--- src/sv/fbgn_pkg.sv ---
package fbgn_pkg;

  localparam int unsigned LANES = 4;

  localparam logic [31:0] HASH_OFFSET = 32'd67890;
  localparam logic [31:0] HASH_MULT   = 32'd445593459;
  localparam logic [31:0] SEED_RESET  = 32'd67890;

  // Octave scales and weights, both with 16 fraction bits.
  localparam logic [19:0] OCT_SCALE [LANES] = '{20'd65536, 20'd150733, 20'd283116, 20'd568328};
  localparam logic [18:0] OCT_WEIGHT [LANES] = '{19'd432538, 19'd171704, 19'd30802, 19'd11141};

  // Width of one weighted octave term (32-bit octave value times 20-bit weight).
  localparam int unsigned TERM_W = 52;

  localparam int unsigned OUT_W = 19;
  localparam logic signed [OUT_W-1:0] OUT_MAX = 19'sd262143;
  localparam logic signed [OUT_W-1:0] OUT_MIN = -19'sd262144;

  // Quotient bound of the output range times five, and the reciprocal of five.
  localparam int unsigned DIV_W      = 22;
  localparam int          SAT_SPAN   = 1310720;
  localparam logic [DIV_W-1:0] DIV5_MULT = 22'd3355444;
  localparam int unsigned DIV5_SHIFT = 24;

endpackage

--- src/sv/fbgn_final.sv ---
module fbgn_final #(
  parameter int FRAC_BITS = 16
) (
  input  logic                                clk,
  input  logic                                en,
  input  logic signed [fbgn_pkg::TERM_W-1:0]  weighted [fbgn_pkg::LANES],
  output logic signed [fbgn_pkg::OUT_W-1:0]   noise_value
);

  localparam int AW   = 55;
  localparam int M_SH = 46 - FRAC_BITS;
  localparam int QN   = AW + 1 - M_SH;
  localparam int QW   = (QN > 23) ? QN : 23;
  localparam int DW   = fbgn_pkg::DIV_W;
  localparam logic signed [AW-1:0] FOUR     = AW'(4) << 46;
  localparam logic signed [AW:0]   HALF_DEN = (AW+1)'(5) << (M_SH - 1);
  localparam logic signed [QW-1:0] SPAN     = QW'(fbgn_pkg::SAT_SPAN);

  logic signed [AW-1:0] acc;
  logic [DW-1:0]        qo;
  logic                 sat_hi, sat_lo;

  logic signed [AW:0]      qsum;
  logic signed [QN-1:0]    q;
  logic signed [QW-1:0]    qe;
  logic signed [QW-1:0]    qoff;
  logic [2*DW-1:0]         dprod;
  logic [fbgn_pkg::OUT_W-1:0] quo;

  always_comb begin
    qsum  = (AW+1)'(acc) + HALF_DEN;
    q     = qsum[AW:M_SH];
    qe    = QW'(q);
    qoff  = qe + SPAN;
    dprod = qo * fbgn_pkg::DIV5_MULT;
    quo   = dprod[fbgn_pkg::DIV5_SHIFT+fbgn_pkg::OUT_W-1:fbgn_pkg::DIV5_SHIFT];
  end

  always_ff @(posedge clk) begin
    if (en) begin
      acc    <= AW'(weighted[0]) + AW'(weighted[1]) + AW'(weighted[2])
                + AW'(weighted[3]) + FOUR;
      sat_hi <= (qe >= SPAN);
      sat_lo <= (qe < -SPAN);
      qo     <= qoff[DW-1:0];
      if (sat_hi) begin
        noise_value <= fbgn_pkg::OUT_MAX;
      end else if (sat_lo) begin
        noise_value <= fbgn_pkg::OUT_MIN;
      end else begin
        noise_value <= $signed({~quo[fbgn_pkg::OUT_W-1], quo[fbgn_pkg::OUT_W-2:0]});
      end
    end
  end

endmodule

--- config.mk ---
export PLATFORM = sky130hd
export DESIGN_NAME = fbgn_final
export DESIGN_NICKNAME = d
export VERILOG_FILES = /design/src/sv/fbgn_pkg.sv /design/src/sv/fbgn_final.sv
export SDC_FILE = /design/constraint.sdc
export NUM_CORES = 1
export LEC_CHECK = 0
export BUFFER_PORTS_ARGS = -buffer_cell sky130_fd_sc_hd__buf_2
export CAP_MARGIN = 20
export CORE_MARGIN = 8
export CORE_UTILIZATION = 35
export CTS_BUF_LIST = sky130_fd_sc_hd__clkbuf_8
export DETAILED_ROUTE_END_ITERATION = 8
export GPL_ROUTABILITY_DRIVEN = 0
export SYNTH_ARGS = -nofsm -noshare
export SYNTH_HDL_FRONTEND = slang
export SYNTH_SLANG_ARGS = --single-unit
--- constraint.sdc ---
create_clock -name clk -period 10.8 [get_ports clk]
set_clock_uncertainty 0.15 [all_clocks]
set_input_delay 1.08 -clock clk [delete_from_list [all_inputs] [get_ports clk]]
set_output_delay 1.08 -clock clk [all_outputs]
set_load 0.01 [all_outputs]
==> results of run 1 <==
## worst reg2reg max path, delay by kind of cell, from the launching register on
family | cells | cell delay [ns]
adder cells (fa/ha/maj) | 8 | 3.53
AO/OA/AOI/OAI | 6 | 1.65
flip-flops | 1 | 0.52
AND/OR/NAND/NOR | 2 | 0.43
XOR/XNOR | 2 | 0.35
buffers and inverters | 3 | 0.15
## area by class of cell
cell class                 count  area (um^2)
inverter                     307         1152
tap                          592        740.7
clock inverter                 7        97.59
fill                        4297        26390
clock buffer                   9        123.9
antenna                        2        5.005
multi-input combinational   1070        12200
sequential                    69         2072
timing repair buffer         229         1149
## synth_stat cells (all sizes together), types with 7 or more instances
library cell,instances
ha,311
inv,307
fa,258
a21oi,74
edfxtp,69
o21ai,54
nand2,52
xnor2,50
nor2,44
a21o,35
xor2,30
nand3,18
nand4,17
and3,10
nor3,10
clkbuf,9
o21bai,9
a211oi,8
o211ai,7
## logic make-up after synthesis
group / share of synthesized area, %
simple gates: 5.842
flops: 13.40
compound gates: 9.880
fa+ha+maj: 58.56
buf+inv: 7.719
xor+xnor: 4.531
mux: 0.06473
## flip-flops by register name, indices dropped and copies added, names as in the netlist
signal	flops
qo	22
sat_hi	1
sat_lo	1
noise_value	19
acc	26
## path summary, 6_finish.rpt
path | start | to | slack (ns) | cells past startpoint
max | qo[2] | noise_value[15] | 3.76 | 21
min | acc[40] | qo[10] | 0.52 | 1
max reg2reg | qo[2] | noise_value[15] | 3.76 | 21
min reg2reg | acc[40] | qo[10] | 0.52 | 1
## metal layers
layer | wire (um) | track usage (%)
met2 | 18890 | 26.56
met5 | 0 | 0
met4 | 914 | 4.437
met3 | 1514 | 2.130
met1 | 17020 | 19.18
## cell usage in the layout, fill, tap and decap left out, types with 35 or more instances in the layout
cell      Yosys  routed
xnor2_1      50      50
a21oi_1      73      73
fa_1        258     258
nor2_1       43      43
a21o_1       35      35
buf_2         0     228
nand2_1      52      52
ha_1        311     311
edfxtp_1     69      69
inv_1       307     307
o21ai_0      51      51
## metrics by stage
| step | worst slack (ns) | cells | util (%) | area (um^2) | hold slack [ns] |
|---|---|---|---|---|---|
| after detailed placement | 3.870 | 2267 | 39.41 | 17310 | 0.5018 |
| final | 3.762 | 2285 | 39.92 | 17540 | 0.5225 |
| after global routing | 3.527 | 2285 | 39.92 | 17540 | 0.5622 |
| after floorplan | 4.429 | 1456 | - | 15460 | 0.3970 |
| after CTS | 3.857 | 2283 | 39.91 | 17530 | 0.5193 |
| after global placement | 4.046 | 2267 | 39.41 | 17310 | 0.4899 |
==> metrics.txt, run 1 <==
# TYPE chip_impl_metric gauge
chip_impl_metric{name="timing_worst_slew_pin_value",unit="ns"} 0.8929
chip_impl_metric{name="syn-instance-count",unit=""} 1456
chip_impl_metric{name="hold_violations",unit=""} 0
chip_impl_metric{name="clkTransAtPathRegs",unit="ns"} 0.08
chip_impl_metric{name="max-cap-violations",unit=""} 0
chip_impl_info{name="rsz0062_at_grt",value="no"} 1
chip_impl_info{name="clock-root-buffer",value="clkbuf_8"} 1
chip_impl_metric{name="grt_antenna_before_repair",unit=""} 2
chip_impl_metric{name="worst-path-max-fanout",unit=""} 6
chip_impl_metric{name="die_h",unit="um"} 226.2
chip_impl_metric{name="firstDrtPassIters",unit=""} 7
chip_impl_metric{name="initialDrtViolationCount",unit=""} 448
chip_impl_metric{name="yosys_warnings",unit=""} 0
chip_impl_metric{name="fmax",unit="MHz"} 142.1
chip_impl_metric{name="cts.path.max_buffers",unit=""} 2
chip_impl_metric{name="synth.yosys.seq_area_share",unit="%"} 13.40
chip_impl_metric{name="vias",unit=""} 11020
chip_impl_metric{name="floorplan.rows",unit=""} 77
chip_impl_metric{name="gr-total-overflow",unit=""} 0
chip_impl_metric{name="maxSlewViolCount",unit=""} 0
chip_impl_metric{name="synth.cell_area",unit="um^2"} 15460
chip_impl_metric{name="post_synthesis_async_set_or_reset_flop_share",unit="%"} 0
chip_impl_info{name="result_of_the_run",value="finished clean"} 1
chip_impl_metric{name="synth_top_area_share",unit="%"} 33.40
chip_impl_metric{name="grt_pass1_wl",unit="um"} 62050
chip_impl_info{name="critical_path.cell_chain",value="ha_1 > xor2_1 > ha_1 > or2_2 > fa_1 > fa_1 > fa_1 > fa_1 > inv_1 > fa_1 > inv_1 > ha_1 > a21oi_1 > inv_1 > a2111oi_0 > o211ai_1 > a41oi_1 > nor3_1 > a21oi_1 > xor2_1 > o21ai_0"} 1
chip_impl_metric{name="drc_errors",unit=""} 0
chip_impl_info{name="yosysTopAreaCell",value="fa_1"} 1
chip_impl_metric{name="syn-mean-instance-area",unit="um^2"} 10.62
chip_impl_metric{name="core_area",unit="um^2"} 43930
chip_impl_metric{name="netlist-cell-type-count",unit=""} 63
chip_impl_metric{name="worst_ep_required_time",unit="ns"} 10.76
chip_impl_metric{name="wl",unit="um"} 38330
chip_impl_info{name="hold_path_class",value="reg2reg"} 1
chip_impl_metric{name="port_buffers",unit=""} 228
chip_impl_info{name="cts_tree",value="yes"} 1
chip_impl_metric{name="synth_seq_cells",unit=""} 69
chip_impl_metric{name="timing.final.setup_violations",unit=""} 0
chip_impl_metric{name="timing.critical_path.slowest_cell_delay",unit="ns"} 0.54
chip_impl_info{name="cp-end-kind",value="flip-flop"} 1
chip_impl_metric{name="detailedPlacementHpwl",unit="um"} 35250
chip_impl_metric{name="number_of_flops_mapped_to_enable_cells_by_yosys",unit=""} 69
chip_impl_metric{name="cts.htree.levels",unit=""} 3
chip_impl_metric{name="die-width",unit="um"} 226.2
chip_impl_metric{name="number_of_setup_buffers_added_after_cts",unit=""} 0
chip_impl_metric{name="tritoncts_num_sinks",unit=""} 69
chip_impl_metric{name="number_of_ports_placed_on_the_die_boundary",unit=""} 229
chip_impl_info{name="netlist_top_cells_area",value="fa_1 33%, ha_1 25%, edfxtp_1 13%"} 1
chip_impl_metric{name="synth_fp_nets",unit=""} 2235
chip_impl_info{name="cpMostUsedCell",value="fa_1"} 1
chip_impl_metric{name="grt_pass1_vias",unit=""} 12305
chip_impl_info{name="critical-path-slowest-cell",value="fa_1"} 1
chip_impl_metric{name="critical_path_arrival",unit="ns"} 7.00
chip_impl_metric{name="worst_slew_margin_rel",unit="%"} 40.47
chip_impl_metric{name="routed_wire_length_per_instance",unit="um"} 16.78
chip_impl_metric{name="cts_inserted_buffers",unit=""} 9
chip_impl_metric{name="route.antenna.remaining_nets",unit=""} 0
chip_impl_metric{name="final_nets",unit=""} 2465
chip_impl_info{name="startpoint_kind_of_the_worst_setup_timing_path",value="flip-flop"} 1
chip_impl_metric{name="fin_crit",unit="ns"} 7.038
chip_impl_metric{name="holdBufCountCts",unit=""} 0
chip_impl_metric{name="initial_core_util",unit="%"} 35.20
chip_impl_metric{name="die-area",unit="um^2"} 51160
chip_impl_metric{name="totalNegativeSetupSlack",unit="ns"} 0
chip_impl_metric{name="post_cts_resized",unit=""} 0
chip_impl_metric{name="post_route_fraction_of_the_period_consumed_by_the_critical_path",unit="%"} 65.17
chip_impl_metric{name="pin_count_of_the_biggest_net_entering_global_routing",unit=""} 70
chip_impl_metric{name="areaGrowthSynthToFinish",unit="%"} 13.42
chip_impl_metric{name="critPathBufInv",unit=""} 3
chip_impl_metric{name="detail_route.vias_per_cell",unit=""} 4.823
chip_impl_info{name="crit_type",value="reg2reg"} 1
chip_impl_metric{name="clock_insertion_delay_worst_skew",unit="ns"} 0.39
chip_impl_info{name="synth_flop_cell",value="edfxtp_1"} 1
chip_impl_info{name="critical_path.top_delay_family",value="adder cells"} 1
chip_impl_metric{name="share_of_layout_cells_above_drive_strength_1",unit="%"} 15.32
chip_impl_metric{name="grtUsageTotal",unit="%"} 15.14
Power of run 1 is not shown: default switching activity piles up to over one toggle a cycle in this logic, so the estimate is an artifact.
==> run 2, diff against run 1 <==
Settings changed: ABC_AREA from default to 1.
Clock period 10.8 ns to 6.3 ns, I/O delays scaled along.
==> run 2 against run 1 <==
Net effect: final area rose by 17%; die area is 15% higher; count of clock-buffer cells in the layout unchanged; synthesized area is 16% higher; via count grew 45%; critical path type unchanged; critical endpoint is now noise_value[10].
==> metrics.txt, run 2 <==
# TYPE chip_impl_metric gauge
chip_impl_metric{name="cts.path.max_buffers",unit=""} 2
chip_impl_info{name="clock-root-buffer",value="clkbuf_8"} 1
chip_impl_metric{name="grtUsageTotal",unit="%"} 17.81
chip_impl_metric{name="synth.cell_area",unit="um^2"} 17990
chip_impl_metric{name="initialDrtViolationCount",unit=""} 1342
chip_impl_metric{name="syn-instance-count",unit=""} 2240
chip_impl_metric{name="grt_pass1_vias",unit=""} 16796
chip_impl_info{name="result_of_the_run",value="finished clean"} 1
chip_impl_metric{name="final_nets",unit=""} 3281
chip_impl_metric{name="clock_insertion_delay_worst_skew",unit="ns"} 0.39
chip_impl_info{name="final_cell_mix",value="477 x nand2_1, 457 x inv_1, 304 x ha_1, 258 x fa_1, 228 x buf_2"} 1
chip_impl_metric{name="tritoncts_num_sinks",unit=""} 69
chip_impl_metric{name="layoutNonFillerInstCount",unit=""} 3187
chip_impl_metric{name="initial_core_util",unit="%"} 35.22
chip_impl_info{name="layout.cells.most_common",value="nand2_1"} 1
chip_impl_metric{name="route.antenna.remaining_nets",unit=""} 0
chip_impl_metric{name="wl",unit="um"} 53240
chip_impl_metric{name="detailedPlacementHpwl",unit="um"} 47920
chip_impl_info{name="worstReg2RegEnd",value="noise_value[10]"} 1
chip_impl_metric{name="placed_cells",unit=""} 3147
chip_impl_metric{name="reg2reg_setup_slack",unit="ns"} 0.18
chip_impl_metric{name="detail_route.vias_per_cell",unit=""} 5.014
chip_impl_metric{name="grt_antenna_before_repair",unit=""} 0
chip_impl_metric{name="ant_diodes",unit=""} 0
chip_impl_metric{name="synth_top_area_share",unit="%"} 28.70
chip_impl_metric{name="syn-mean-instance-area",unit="um^2"} 8.033
chip_impl_metric{name="vias",unit=""} 15980
chip_impl_metric{name="synth_seq_cells",unit=""} 69
chip_impl_metric{name="max-cap-violations",unit=""} 0
chip_impl_metric{name="maxSlewViolCount",unit=""} 0
chip_impl_metric{name="die-area",unit="um^2"} 58920
chip_impl_info{name="startpoint_kind_of_the_worst_setup_timing_path",value="flip-flop"} 1
chip_impl_metric{name="fin_crit",unit="ns"} 6.123
chip_impl_metric{name="yosys_warnings",unit=""} 0
chip_impl_info{name="crit_type",value="reg2reg"} 1
chip_impl_metric{name="die_h",unit="um"} 242.7
chip_impl_info{name="cp-end-kind",value="flip-flop"} 1
chip_impl_info{name="crit_end",value="noise_value[10]"} 1
chip_impl_metric{name="totalNegativeSetupSlack",unit="ns"} 0
chip_impl_metric{name="layout.area.seq",unit="um^2"} 2072
chip_impl_info{name="crit-reg2reg-launch",value="qo[12]"} 1
chip_impl_info{name="regMostFlops",value="acc"} 1
chip_impl_metric{name="die-width",unit="um"} 242.7
chip_impl_info{name="largestRegisters",value="acc x26, qo x22, noise_value x19"} 1
chip_impl_metric{name="core_area",unit="um^2"} 51090
chip_impl_metric{name="worst_ep_required_time",unit="ns"} 6.30
chip_impl_metric{name="post_synthesis_async_set_or_reset_flop_share",unit="%"} 0
chip_impl_metric{name="largest_reg_flops",unit=""} 26
chip_impl_metric{name="cts_inserted_buffers",unit=""} 9
chip_impl_metric{name="share_of_layout_cells_above_drive_strength_1",unit="%"} 12.68
chip_impl_metric{name="timing_worst_slew_pin_value",unit="ns"} 0.9353
chip_impl_metric{name="routed_wire_length_per_instance",unit="um"} 16.70
chip_impl_metric{name="pin_count_of_the_biggest_net_entering_global_routing",unit=""} 70
chip_impl_metric{name="critical_path_arrival",unit="ns"} 6.12
chip_impl_metric{name="port_buffers",unit=""} 228
chip_impl_metric{name="holdBufCountCts",unit=""} 0
chip_impl_metric{name="cts.htree.levels",unit=""} 3
chip_impl_info{name="yosys.cell_count.top_type",value="nand2_1"} 1
chip_impl_info{name="hold_path_class",value="reg2reg"} 1
chip_impl_metric{name="hold_violations",unit=""} 0
chip_impl_metric{name="final.setup.worst_slack",unit="ns"} 0.1768
chip_impl_metric{name="synth_fp_nets",unit=""} 3019
chip_impl_info{name="yosysTopAreaCell",value="fa_1"} 1
chip_impl_metric{name="clkTransAtPathRegs",unit="ns"} 0.10
chip_impl_metric{name="number_of_flops_mapped_to_enable_cells_by_yosys",unit=""} 69
chip_impl_info{name="ys_top_cells_by_count",value="478 x nand2_1, 458 x inv_1, 311 x ha_1"} 1
chip_impl_metric{name="pre_cts_ws",unit="ns"} 0.1359
chip_impl_metric{name="placed_cell_area",unit="um^2"} 19990
chip_impl_metric{name="timing.reg2reg.worst_path_depth",unit=""} 21
chip_impl_metric{name="firstDrtPassIters",unit=""} 6
chip_impl_metric{name="netlist-cell-type-count",unit=""} 36
chip_impl_info{name="setup.worst_path.start",value="qo[12]"} 1
chip_impl_metric{name="grt_pass1_wl",unit="um"} 85370
chip_impl_metric{name="synth.yosys.seq_area_share",unit="%"} 11.52
chip_impl_metric{name="floorplan.rows",unit=""} 83
chip_impl_metric{name="fmax",unit="MHz"} 163.3
chip_impl_metric{name="number_of_ports_placed_on_the_die_boundary",unit=""} 229
chip_impl_info{name="netlist_top_cells_area",value="fa_1 29%, ha_1 22%, edfxtp_1 12%"} 1
chip_impl_metric{name="worst_slew_margin_rel",unit="%"} 37.65
chip_impl_metric{name="post_route_fraction_of_the_period_consumed_by_the_critical_path",unit="%"} 97.19
chip_impl_metric{name="non_filler_cell_area_final",unit="um^2"} 20440
chip_impl_metric{name="drc_errors",unit=""} 0
chip_impl_metric{name="multi_input_combinational_cell_area",unit="um^2"} 14270
chip_impl_metric{name="worst-path-max-fanout",unit=""} 5
chip_impl_metric{name="areaGrowthSynthToFinish",unit="%"} 13.59
chip_impl_metric{name="timing.final.setup_violations",unit=""} 0
chip_impl_metric{name="fillerInstances",unit=""} 5200
chip_impl_info{name="cts_tree",value="yes"} 1
chip_impl_info{name="synth_flop_cell",value="edfxtp_1"} 1
chip_impl_metric{name="gr-total-overflow",unit=""} 0
==> run 2: changes by cell type in the layout (fill, tap and decap cells not counted), sizes merged, moves of 10 or more <==
| cell | before | now |
|---|---|---|
| inv | 308 | 462 |
| o21ai | 54 | 84 |
| a21o | 35 | 5 |
| o21a | 2 | 12 |
| buf | 229 | 254 |
| nor2 | 44 | 214 |
| xnor2 | 50 | 7 |
| xor2 | 30 | 14 |
| nand2 | 52 | 485 |
| nand3 | 18 | 99 |
| nor3 | 10 | 25 |
| a21oi | 74 | 124 |
==> run 2: per-stage QoR <==
step                util [%]  hold WS (ns)
floorplan                  -        0.3880
global route           40.00        0.4643
global placement       39.12        0.4111
CTS                    39.47        0.4173
finish                 40.00        0.4150
detailed placement     39.12        0.4044
==> run 2: cells by family (layout without fill, tap and decap cells) <==
kind of cell / count (synthesis) / in the layout / share of synthesized area [%]
adders and majority gates: 569 / 569 / 50.33
buffers and inverters: 464 / 731 / 9.686
DFF: 69 / 69 / 11.52
xor gates and xnor gates: 21 / 21 / 1.022
AOI/OAI and AO/OA: 244 / 244 / 7.253
and+or+nand+nor: 873 / 873 / 20.19
==> run 2: layout make-up <==
| type | count | area share [%] |
|---|---|---|
| multi-input combinational | 1707 | 69.83 |
| timing repair buffer | 254 | 6.538 |
| inverter | 461 | 8.473 |
| sequential | 69 | 10.14 |
| clock inverter | 7 | 0.2510 |
| clock buffer | 9 | 0.6061 |
| tap | 680 | 4.163 |
==> run 2: worst min path at each step <==
stage | startpoint | end | slack, ns | depth (start not counted)
after global routing | sat_hi | noise_value[18] | 0.46 | 1
after global placement | sat_hi | noise_value[18] | 0.41 | 1
final | sat_hi | noise_value[18] | 0.41 | 1
after detailed placement | sat_hi | noise_value[18] | 0.40 | 1
after CTS | sat_hi | noise_value[18] | 0.42 | 1
after floorplan | sat_hi | noise_value[18] | 0.39 | 1
==> run 2: critical path, stage by stage, from the launching register on <==
cell and delay, ns:
edfxtp_1 0.52, ha_1 0.43, fa_1 0.56, ha_1 0.31, inv_1 0.05, fa_1 0.49, inv_1 0.05, fa_1 0.46
fa_1 0.56, inv_1 0.05, fa_1 0.50, inv_1 0.05, ha_1 0.32, nand2_1 0.12, nor2_1 0.18, nand2_1 0.17
a31oi_1 0.40, o21ai_0 0.22, nand2_1 0.10, nand2_1 0.06, nand3_1 0.07, nand2_1 0.07
==> run 2: metal layers <==
metal / GRT usage (%) / wire length, um
met5: 0 / 0
met4: 4.108 / 1148
met3: 2.581 / 3620
met2: 29.48 / 24250
met1: 24.37 / 24220
==> run 2: timing repair <==
action	in CTS	in global routing
setup buffers	0	24
setup endpoints to repair	0	17
gates resized for setup	0	30
Power of run 2 is left out for the same reason.
